===== src/rtl/lubr_pkg.sv =====
package lubr_pkg;

    // Default sizing of the core
    localparam int LUBR_MAX_LEN  = 65536;
    localparam int LUBR_ALPHABET = 256;

    // Fixed widths of the stream fields
    localparam int BYTE_W  = 8;
    localparam int LEN_W   = 17;
    localparam int S_TDATA_W = 8;
    localparam int M_TDATA_W = 40;

    typedef struct packed {
        logic             too_long;
        logic             string_done;
        logic [LEN_W-1:0] window_length;
        logic [LEN_W-1:0] best_length;
    } lubr_result_t;

endpackage


===== src/rtl/longest_unique_byte_run_core.sv =====
// Channel  Dir  tdata                                     tlast          tuser
// s_       in   [7:0] byte_value                          end_of_string  -
// m_       out  [16:0] best_length, [33:17] window_length string_done    too_long
//
// One byte per cycle sustained while m_tready allows; each byte passes the
// input and output registers. The last-position table sits in a registered-read
// RAM: the read issues on input accept, the update writes back as the byte
// leaves the input register; a forwarding register covers back-to-back repeats.
// Reset clears the window state and the per-value valid bits.
// A stalled result holds in the output register while one more byte enters.
module longest_unique_byte_run_core
    import lubr_pkg::*;
#(
    parameter int MAX_LEN  = LUBR_MAX_LEN,
    parameter int ALPHABET = LUBR_ALPHABET
) (
    input  logic                 aclk,
    input  logic                 aresetn,
    input  logic                 s_tvalid,
    output logic                 s_tready,
    input  logic [S_TDATA_W-1:0] s_tdata,   // [7:0] byte_value
    input  logic                 s_tlast,
    output logic                 m_tvalid,
    input  logic                 m_tready,
    output logic [M_TDATA_W-1:0] m_tdata,   // [16:0] best_length, [33:17] window_length
    output logic                 m_tlast,
    output logic                 m_tuser    // [0] too_long
);

    localparam int SLOT_W  = $clog2(ALPHABET);
    localparam int LSP_W   = $clog2(MAX_LEN);
    localparam int N_BYTES = 1 << BYTE_W;

    logic              p_valid_reg, p_valid_next;
    logic [SLOT_W-1:0] p_slot_reg;
    logic              p_last_reg;
    logic              p_fire;
    logic              s_accept;

    logic [SLOT_W-1:0] in_slot;
    logic [SLOT_W-1:0] slot_lut [N_BYTES];

    logic              wr_en;
    logic [SLOT_W-1:0] wr_addr;
    logic [LSP_W-1:0]  wr_data;
    logic [LSP_W-1:0]  rd_data;

    lubr_result_t      result;
    lubr_result_t      out_reg;
    logic              out_valid_reg, out_valid_next;

    // Byte value modulo the alphabet size, folded into a constant table
    for (genvar g = 0; g < N_BYTES; g++) begin : g_slot_lut
        assign slot_lut[g] = SLOT_W'(g % ALPHABET);
    end

    assign in_slot = slot_lut[s_tdata[BYTE_W-1:0]];

    assign p_fire   = p_valid_reg && (!out_valid_reg || m_tready);
    assign s_tready = !p_valid_reg || p_fire;
    assign s_accept = s_tvalid && s_tready;

    always_comb begin
        p_valid_next = p_valid_reg;
        if (s_accept) begin
            p_valid_next = 1'b1;
        end else if (p_fire) begin
            p_valid_next = 1'b0;
        end
        out_valid_next = out_valid_reg;
        if (p_fire) begin
            out_valid_next = 1'b1;
        end else if (m_tready) begin
            out_valid_next = 1'b0;
        end
    end

    always_ff @(posedge aclk) begin
        if (!aresetn) begin
            p_valid_reg   <= 1'b0;
            out_valid_reg <= 1'b0;
        end else begin
            p_valid_reg   <= p_valid_next;
            out_valid_reg <= out_valid_next;
        end
    end

    always_ff @(posedge aclk) begin
        if (s_accept) begin
            p_slot_reg <= in_slot;
            p_last_reg <= s_tlast;
        end
        if (p_fire) begin
            out_reg <= result;
        end
    end

    lubr_ram #(
        .WIDTH (LSP_W),
        .DEPTH (ALPHABET)
    ) u_last_pos (
        .aclk    (aclk),
        .wr_en   (wr_en),
        .wr_addr (wr_addr),
        .wr_data (wr_data),
        .rd_en   (s_accept),
        .rd_addr (in_slot),
        .rd_data (rd_data)
    );

    lubr_track #(
        .MAX_LEN  (MAX_LEN),
        .ALPHABET (ALPHABET)
    ) u_track (
        .aclk    (aclk),
        .aresetn (aresetn),
        .fire    (p_fire),
        .slot    (p_slot_reg),
        .last    (p_last_reg),
        .rd_data (rd_data),
        .wr_en   (wr_en),
        .wr_addr (wr_addr),
        .wr_data (wr_data),
        .result  (result)
    );

    assign m_tvalid = out_valid_reg;
    assign m_tdata  = {{(M_TDATA_W - 2*LEN_W){1'b0}},
                       out_reg.window_length, out_reg.best_length};
    assign m_tlast  = out_reg.string_done;
    assign m_tuser  = out_reg.too_long;

    a_stall_holds_item: assert property (@(posedge aclk) disable iff (!aresetn)
        p_valid_reg && !p_fire |=> p_valid_reg && $stable(p_slot_reg)
            && $stable(p_last_reg))
        else $error("pipeline item lost while stalled");

    a_no_accept_on_full: assert property (@(posedge aclk) disable iff (!aresetn)
        out_valid_reg && !m_tready && p_valid_reg |-> !s_tready)
        else $error("input taken with both stages full");

endmodule


===== src/rtl/lubr_ram.sv =====
module lubr_ram #(
    parameter int WIDTH = 16,
    parameter int DEPTH = 256
) (
    input  logic                     aclk,
    input  logic                     wr_en,
    input  logic [$clog2(DEPTH)-1:0] wr_addr,
    input  logic [WIDTH-1:0]         wr_data,
    input  logic                     rd_en,
    input  logic [$clog2(DEPTH)-1:0] rd_addr,
    output logic [WIDTH-1:0]         rd_data
);

    logic [WIDTH-1:0] mem [DEPTH];
    logic [WIDTH-1:0] rd_data_reg;

    // Read-first: a read at the written address returns the old word
    always_ff @(posedge aclk) begin
        if (wr_en) begin
            mem[wr_addr] <= wr_data;
        end
        if (rd_en) begin
            rd_data_reg <= mem[rd_addr];
        end
    end

    assign rd_data = rd_data_reg;

endmodule


===== src/rtl/lubr_track.sv =====
module lubr_track
    import lubr_pkg::*;
#(
    parameter int MAX_LEN  = LUBR_MAX_LEN,
    parameter int ALPHABET = LUBR_ALPHABET
) (
    input  logic                        aclk,
    input  logic                        aresetn,
    input  logic                        fire,
    input  logic [$clog2(ALPHABET)-1:0] slot,
    input  logic                        last,
    input  logic [$clog2(MAX_LEN)-1:0]  rd_data,
    output logic                        wr_en,
    output logic [$clog2(ALPHABET)-1:0] wr_addr,
    output logic [$clog2(MAX_LEN)-1:0]  wr_data,
    output lubr_result_t                result
);

    localparam int SLOT_W = $clog2(ALPHABET);
    localparam int LSP_W  = $clog2(MAX_LEN);
    localparam int POS_W  = $clog2(MAX_LEN + 1);

    logic [POS_W-1:0]    ws_reg, ws_next;
    logic [POS_W-1:0]    pos_reg, pos_next;
    logic [POS_W-1:0]    best_reg, best_next;
    logic                ovf_reg, ovf_next;
    logic [ALPHABET-1:0] valid_reg, valid_next;
    logic                fwd_ok_reg, fwd_ok_next;
    logic [SLOT_W-1:0]   fwd_slot_reg, fwd_slot_next;
    logic [LSP_W-1:0]    fwd_pos_reg, fwd_pos_next;

    logic               over;
    logic [LSP_W-1:0]   lsp;
    logic [POS_W-1:0]   lsp_ext;
    logic               hit;
    logic [POS_W-1:0]   ws_new;
    logic [POS_W-1:0]   wlen;
    logic [POS_W-1:0]   best_new;
    logic [POS_W+LEN_W-1:0] wlen_wide;
    logic [POS_W+LEN_W-1:0] best_wide;

    always_comb begin
        over = pos_reg >= POS_W'(MAX_LEN);
        // The table word, read when the byte was accepted, misses a write made at that same edge
        lsp = (fwd_ok_reg && fwd_slot_reg == slot) ? fwd_pos_reg : rd_data;
        lsp_ext = POS_W'(lsp);
        hit = valid_reg[slot] && (lsp_ext >= ws_reg);
        ws_new = hit ? lsp_ext + POS_W'(1) : ws_reg;
        if (over) begin
            wlen = pos_reg - ws_reg;
        end else begin
            wlen = pos_reg - ws_new + POS_W'(1);
        end
        best_new = (!over && wlen > best_reg) ? wlen : best_reg;

        wlen_wide = {{LEN_W{1'b0}}, wlen};
        best_wide = {{LEN_W{1'b0}}, best_new};
        result.best_length   = best_wide[LEN_W-1:0];
        result.window_length = wlen_wide[LEN_W-1:0];
        result.string_done   = last;
        result.too_long      = ovf_reg || over;

        wr_en   = fire && !over;
        wr_addr = slot;
        wr_data = pos_reg[LSP_W-1:0];

        ws_next       = ws_reg;
        pos_next      = pos_reg;
        best_next     = best_reg;
        ovf_next      = ovf_reg;
        valid_next    = valid_reg;
        fwd_ok_next   = fwd_ok_reg;
        fwd_slot_next = fwd_slot_reg;
        fwd_pos_next  = fwd_pos_reg;

        if (fire) begin
            if (last) begin
                // Close the string: drop all per-string state
                ws_next    = '0;
                pos_next   = '0;
                best_next  = '0;
                ovf_next   = 1'b0;
                valid_next = '0;
            end else if (over) begin
                ovf_next = 1'b1;
            end else begin
                ws_next         = ws_new;
                pos_next        = pos_reg + POS_W'(1);
                best_next       = best_new;
                valid_next[slot] = 1'b1;
            end
            if (!over) begin
                fwd_ok_next   = 1'b1;
                fwd_slot_next = slot;
                fwd_pos_next  = pos_reg[LSP_W-1:0];
            end
        end
    end

    always_ff @(posedge aclk) begin
        if (!aresetn) begin
            ws_reg     <= '0;
            pos_reg    <= '0;
            best_reg   <= '0;
            ovf_reg    <= 1'b0;
            valid_reg  <= '0;
            fwd_ok_reg <= 1'b0;
        end else begin
            ws_reg     <= ws_next;
            pos_reg    <= pos_next;
            best_reg   <= best_next;
            ovf_reg    <= ovf_next;
            valid_reg  <= valid_next;
            fwd_ok_reg <= fwd_ok_next;
        end
    end

    always_ff @(posedge aclk) begin
        fwd_slot_reg <= fwd_slot_next;
        fwd_pos_reg  <= fwd_pos_next;
    end

    a_ws_le_pos: assert property (@(posedge aclk) disable iff (!aresetn)
        ws_reg <= pos_reg)
        else $error("window start past position");

    a_pos_bound: assert property (@(posedge aclk) disable iff (!aresetn)
        pos_reg <= POS_W'(MAX_LEN))
        else $error("position past length limit");

    a_wlen_le_best: assert property (@(posedge aclk) disable iff (!aresetn)
        fire |-> wlen <= best_new)
        else $error("window longer than best");

    a_end_clears: assert property (@(posedge aclk) disable iff (!aresetn)
        fire && last |=> pos_reg == '0 && valid_reg == '0 && !ovf_reg)
        else $error("string state not cleared at end");

endmodule

===== config.mk =====
export PLATFORM = sky130hd
export DESIGN_NAME = longest_unique_byte_run_core
export DESIGN_NICKNAME = d
export VERILOG_FILES = /design/src/rtl/lubr_pkg.sv /design/src/rtl/longest_unique_byte_run_core.sv /design/src/rtl/lubr_ram.sv /design/src/rtl/lubr_track.sv
export SDC_FILE = /design/constraint.sdc
export NUM_CORES = 2
export LEC_CHECK = 0
export BUFFER_PORTS_ARGS = -buffer_cell sky130_fd_sc_hd__buf_4
export CORE_AREA = 2 2 664 666
export DETAILED_ROUTE_END_ITERATION = 16
export DIE_AREA = 0 0 666 668
export SLEW_MARGIN = 20
export SYNTH_ARGS = -nofsm -noshare
export SYNTH_HDL_FRONTEND = slang
export SYNTH_SLANG_ARGS = --single-unit

===== constraint.sdc =====
create_clock -name aclk -period 11.6 [get_ports aclk]
set_clock_uncertainty 0.2 [all_clocks]
set_input_delay 0.58 -clock aclk [delete_from_list [all_inputs] [get_ports aclk]]
set_output_delay 0.58 -clock aclk [all_outputs]
set_load 0.02 [all_outputs]

==> impl_summary.txt <==
----------------------------------------------------
[Synthesis]
  Most instantiated cells after synthesis ... sky130_fd_sc_hd__edfxtp_1 (4181), sky130_fd_sc_hd__mux4_2 (1422), sky130_fd_sc_hd__nor2_1 (603)
  Number of enable flip-flop cells after synthesis ... 4181
  Proportion of synthesized chip area in sequential cells ... about three quarters
  Flip-flop cell with the highest count after synthesis ... sky130_fd_sc_hd__edfxtp_1
  Area share of the largest cell type after synthesis ... between 70% and 80%
  Cell with the most instances after synthesis ... sky130_fd_sc_hd__edfxtp_1
  Count of synthesis-stage warnings from yosys ... 0
  Cells after synthesis ... just under 8k
  Mean Syn Cell Area ... approximately 22 um^2
  Leading cell types by total area after synthesis ... sky130_fd_sc_hd__edfxtp_1 (72%), sky130_fd_sc_hd__mux4_2 (18%), sky130_fd_sc_hd__dfxtp_1 (3.6%)
  Cell taking the most area after synthesis ... sky130_fd_sc_hd__edfxtp_1
  Cell area after technology mapping ... about 170000 um^2
  Number of storage elements in the synthesis netlist ... roughly 4.5k
  Share of flip-flops with an asynchronous set or reset after synthesis ... 0%
  Unique cell type count in the Yosys netlist ... 74

[Global route]
  Total routing resource utilization after global routing ... a little under a fifth
  Via count of the first global-routing pass ... between 80k and 90k
  Wire length of the first global-routing pass ... between 600 and 700 mm
  Antenna violations before repair ... 29
  Grt ovf ... 0
  Pin count of the biggest net entering global routing ... 258

[Flow run]
  Count of maximum capacitance violations ... 0

[Worst setup path]
  Worst path required time ... between 10 and 15 ns
  Arrival @ worst endpoint ... approximately 11 ns
  Peak fanout along the critical path ... 37
  Nature of the critical path startpoint ... register
  Critical Path Slowest Stage Cell ... sky130_fd_sc_hd__edfxtp_1
  Setup slack of the worst register-to-register path ... between 1.5 and 2 ns
  Cells on worst reg2reg path ... 37
  Bufs and invs on worst path ... 4
  Reg-to-reg critical path endpoint ... u_track.best_reg[3]$_SDFFE_PN0P_
  CP delay by family, top ... compound AO/OA/AOI/OAI gates
  Worst r2r src ... p_slot_reg[2]$_DFFE_PP_
  Category of the worst setup path capture point ... register
  Delay contributed by the slowest stage of the critical path ... around 0.86 ns
  Crit path kind ... reg2reg
  Critical path's most frequent cell ... sky130_fd_sc_hd__ha_1
  Launch point of the worst path ... p_slot_reg[2]$_DFFE_PP_

[Pwr]
  Total power after layout ... ~0.032 W
  Peak supply drop ... approximately 0.13 mV
  Power Dens Cells ... 164 nW/um^2
  Leakage power ... around 53 nW

[Clock network]
  Cts repair resizes ... 0
  Clock tree from TritonCTS ... yes
  CTS Sinks ... around 4.5k
  H-tree depth ... 5
  Longest Clk Path Bufs ... 4
  Number of buffers added by the clock tree synthesis step ... 441
  Clock slew at reported path FFs ... ~0.060 ns
  Buffer cell driving the clock tree root ... sky130_fd_sc_hd__clkbuf_16
  Insertion delay to the later sink of the worst-skew pair ... 1.00 ns

[Timing]
  Share of the cycle needed by the critical path after routing ... approximately 86%
  FMAX ... about 0.10 GHz
  Sum Neg Setup Slack ... 0 ns
  Setup repair after global routing missed its margin ... no
  Final Critical Period ... slightly below 10 ns
  Worst slew margin relative to its limit ... between 10% and 20%
  Final number of max-transition violations ... 0
  Final hold violation count ... 0
  Transition time at the pin with the least slew margin ... between 1 and 1.5 ns
  Final setup viols ... 0
  Worst Hold Margin ... between 0.1 and 0.15 ns

[Cells and area]
  Post-layout nets ... 8502
  Layout cell share with drive strength beyond 1 ... a little under a third
  Final Instance Area ... roughly 200000 um^2
  Area growth from synthesis to layout ... 13.5%
  Flip-flop count of the largest register, all copies and words added ... roughly 4k

[Placed design]
  Count of input and output buffers ... 50
  DPL Wire Length ... between 200 and 300 mm
  Placed standard-cell area ... approximately 180000 um^2
  Routability cong. ... approximately 0.8

[Worst hold path]
  Min-Delay Endpoint ... p_last_reg$_DFFE_PP_
  Hold path startpoint ... s_tlast
  Worst Hold Depth ... 2
  Path type of the worst min-delay path ... in2reg

[Routing]
  Wire length after detailed routing ... ~430 mm
  Residual DRC count ... 0
  First-iteration detailed-routing DRC count ... 10.5k
  Routed via count ... ~84k
  ANT nets after route ... 0
  Length of the first detailed-routing pass in iterations ... 6
  Wire length per cell ... 29.6 um
  Average vias per placed instance ... about 5.7

[Run status]
  Outcome ... completed

[Floorplanning]
  I/O pin count ... 57
  Die Y-Extent ... roughly 670 um
  Area of the core ... about 440000 um^2
  Horiz. Die Dim ... about 670 um
  Initial standard-cell utilization of the core ... 39.9%
  Row count ... approximately 240
  Die area ... between 400000 and 500000 um^2

----------------------------------------------------
-- through the flow --
step	setup WS [ns]	util, %	std cells
final	1.68	45.3	14500
after global routing	1.19	45.3	14500
after CTS	1.78	45.2	14500
after detailed placement	1.79	42.0	13700
after global placement	1.87	42.0	13700
after floorplan	1.63	-	7959
-- cell usage in the layout (no fill, tap or decap), drive strengths merged, types with 83 or more instances in the layout --
cell | Yosys | routed
clkinv | 0 | 206
a21oi | 313 | 313
clkbuf | 348 | 541
nor2 | 604 | 604
mux4 | 1422 | 1422
dfxtp | 311 | 311
nand2 | 100 | 100
ha | 83 | 83
edfxtp | 4181 | 4181
buf | 109 | 447
-- final cells by class --
type / count / area (um^2)
clock inverters: 265 / 2320
inverters: 55 / 206
diodes: 13 / 32.5
repair buffers: 459 / 3830
well taps: 5757 / 7200
fillers: 36100 / 239000
clock buffers: 541 / 11600
multi-input cells: 2955 / 40800
flip-flops and latches: 4492 / 132000
-- worst max path at each step --
stage,endpoint,cells past startpoint
after floorplan,m_tdata[10]$_DFFE_PP_,43
after global placement,u_track.best_reg[5]$_SDFFE_PN0P_,36
after detailed placement,u_track.best_reg[3]$_SDFFE_PN0P_,37
after CTS,u_track.best_reg[3]$_SDFFE_PN0P_,37
after global routing,u_track.best_reg[12]$_SDFFE_PN0P_,38
final,u_track.best_reg[3]$_SDFFE_PN0P_,37
-- worst reg2reg max path, delay by kind of cell (launching register included) --
kind                       cells  cell delay [ns]
adders and majority gates      5             1.64
muxes                          2             0.76
xor gates and xnor gates       2             0.43
DFF                            1             0.86
buffers and inverters          4             0.97
and+or+nand+nor                9             1.63
AOI/OAI and AO/OA             15             3.34
-- logic make-up after synthesis --
logic type                 after synthesis  synth area share (%)
xor gates and xnor gates                57                 0.286
other                                    1               0.00215
adders and majority gates               85                 0.619
buffers and inverters                  512                  1.18
AOI/OAI and AO/OA                      466                  1.55
DFF                                   4492                  75.6
muxes                                 1480                  18.7
and+or+nand+nor                        861                  2.07
-- metal layers --
| metal | track usage (%) | routed length, um | vias to the layer above |
|---|---|---|---|
| li1 | - | - | 34200 |
| met1 | 27.5 | 181000 | 45300 |
| met4 | 4.90 | 11600 | 0 |
| met3 | 3.00 | 32300 | 556 |
| met5 | 0 | 0 | - |
| met2 | 30.5 | 205000 | 3459 |
-- where the power goes --
group | internal (W) | total, W | switching (W) | leakage (nW)
sequential | 0.0175 | 0.0175 | 0.0000248 | 33.6
clock | 0.00786 | 0.0139 | 0.00604 | 6.83
combinational | 0.000372 | 0.000973 | 0.000600 | 12.3
total | 0.0257 | 0.0324 | 0.00667 | 52.7
-- what timing repair did --
| item | in CTS | in global routing |
|---|---|---|
| hold buffers | 12 | 0 |
| setup endpoints to repair | 0 | 0 |
| setup buffers | 0 | 0 |
| hold endpoints to repair | 49 | 0 |
Power figures use the tool's default switching activity.
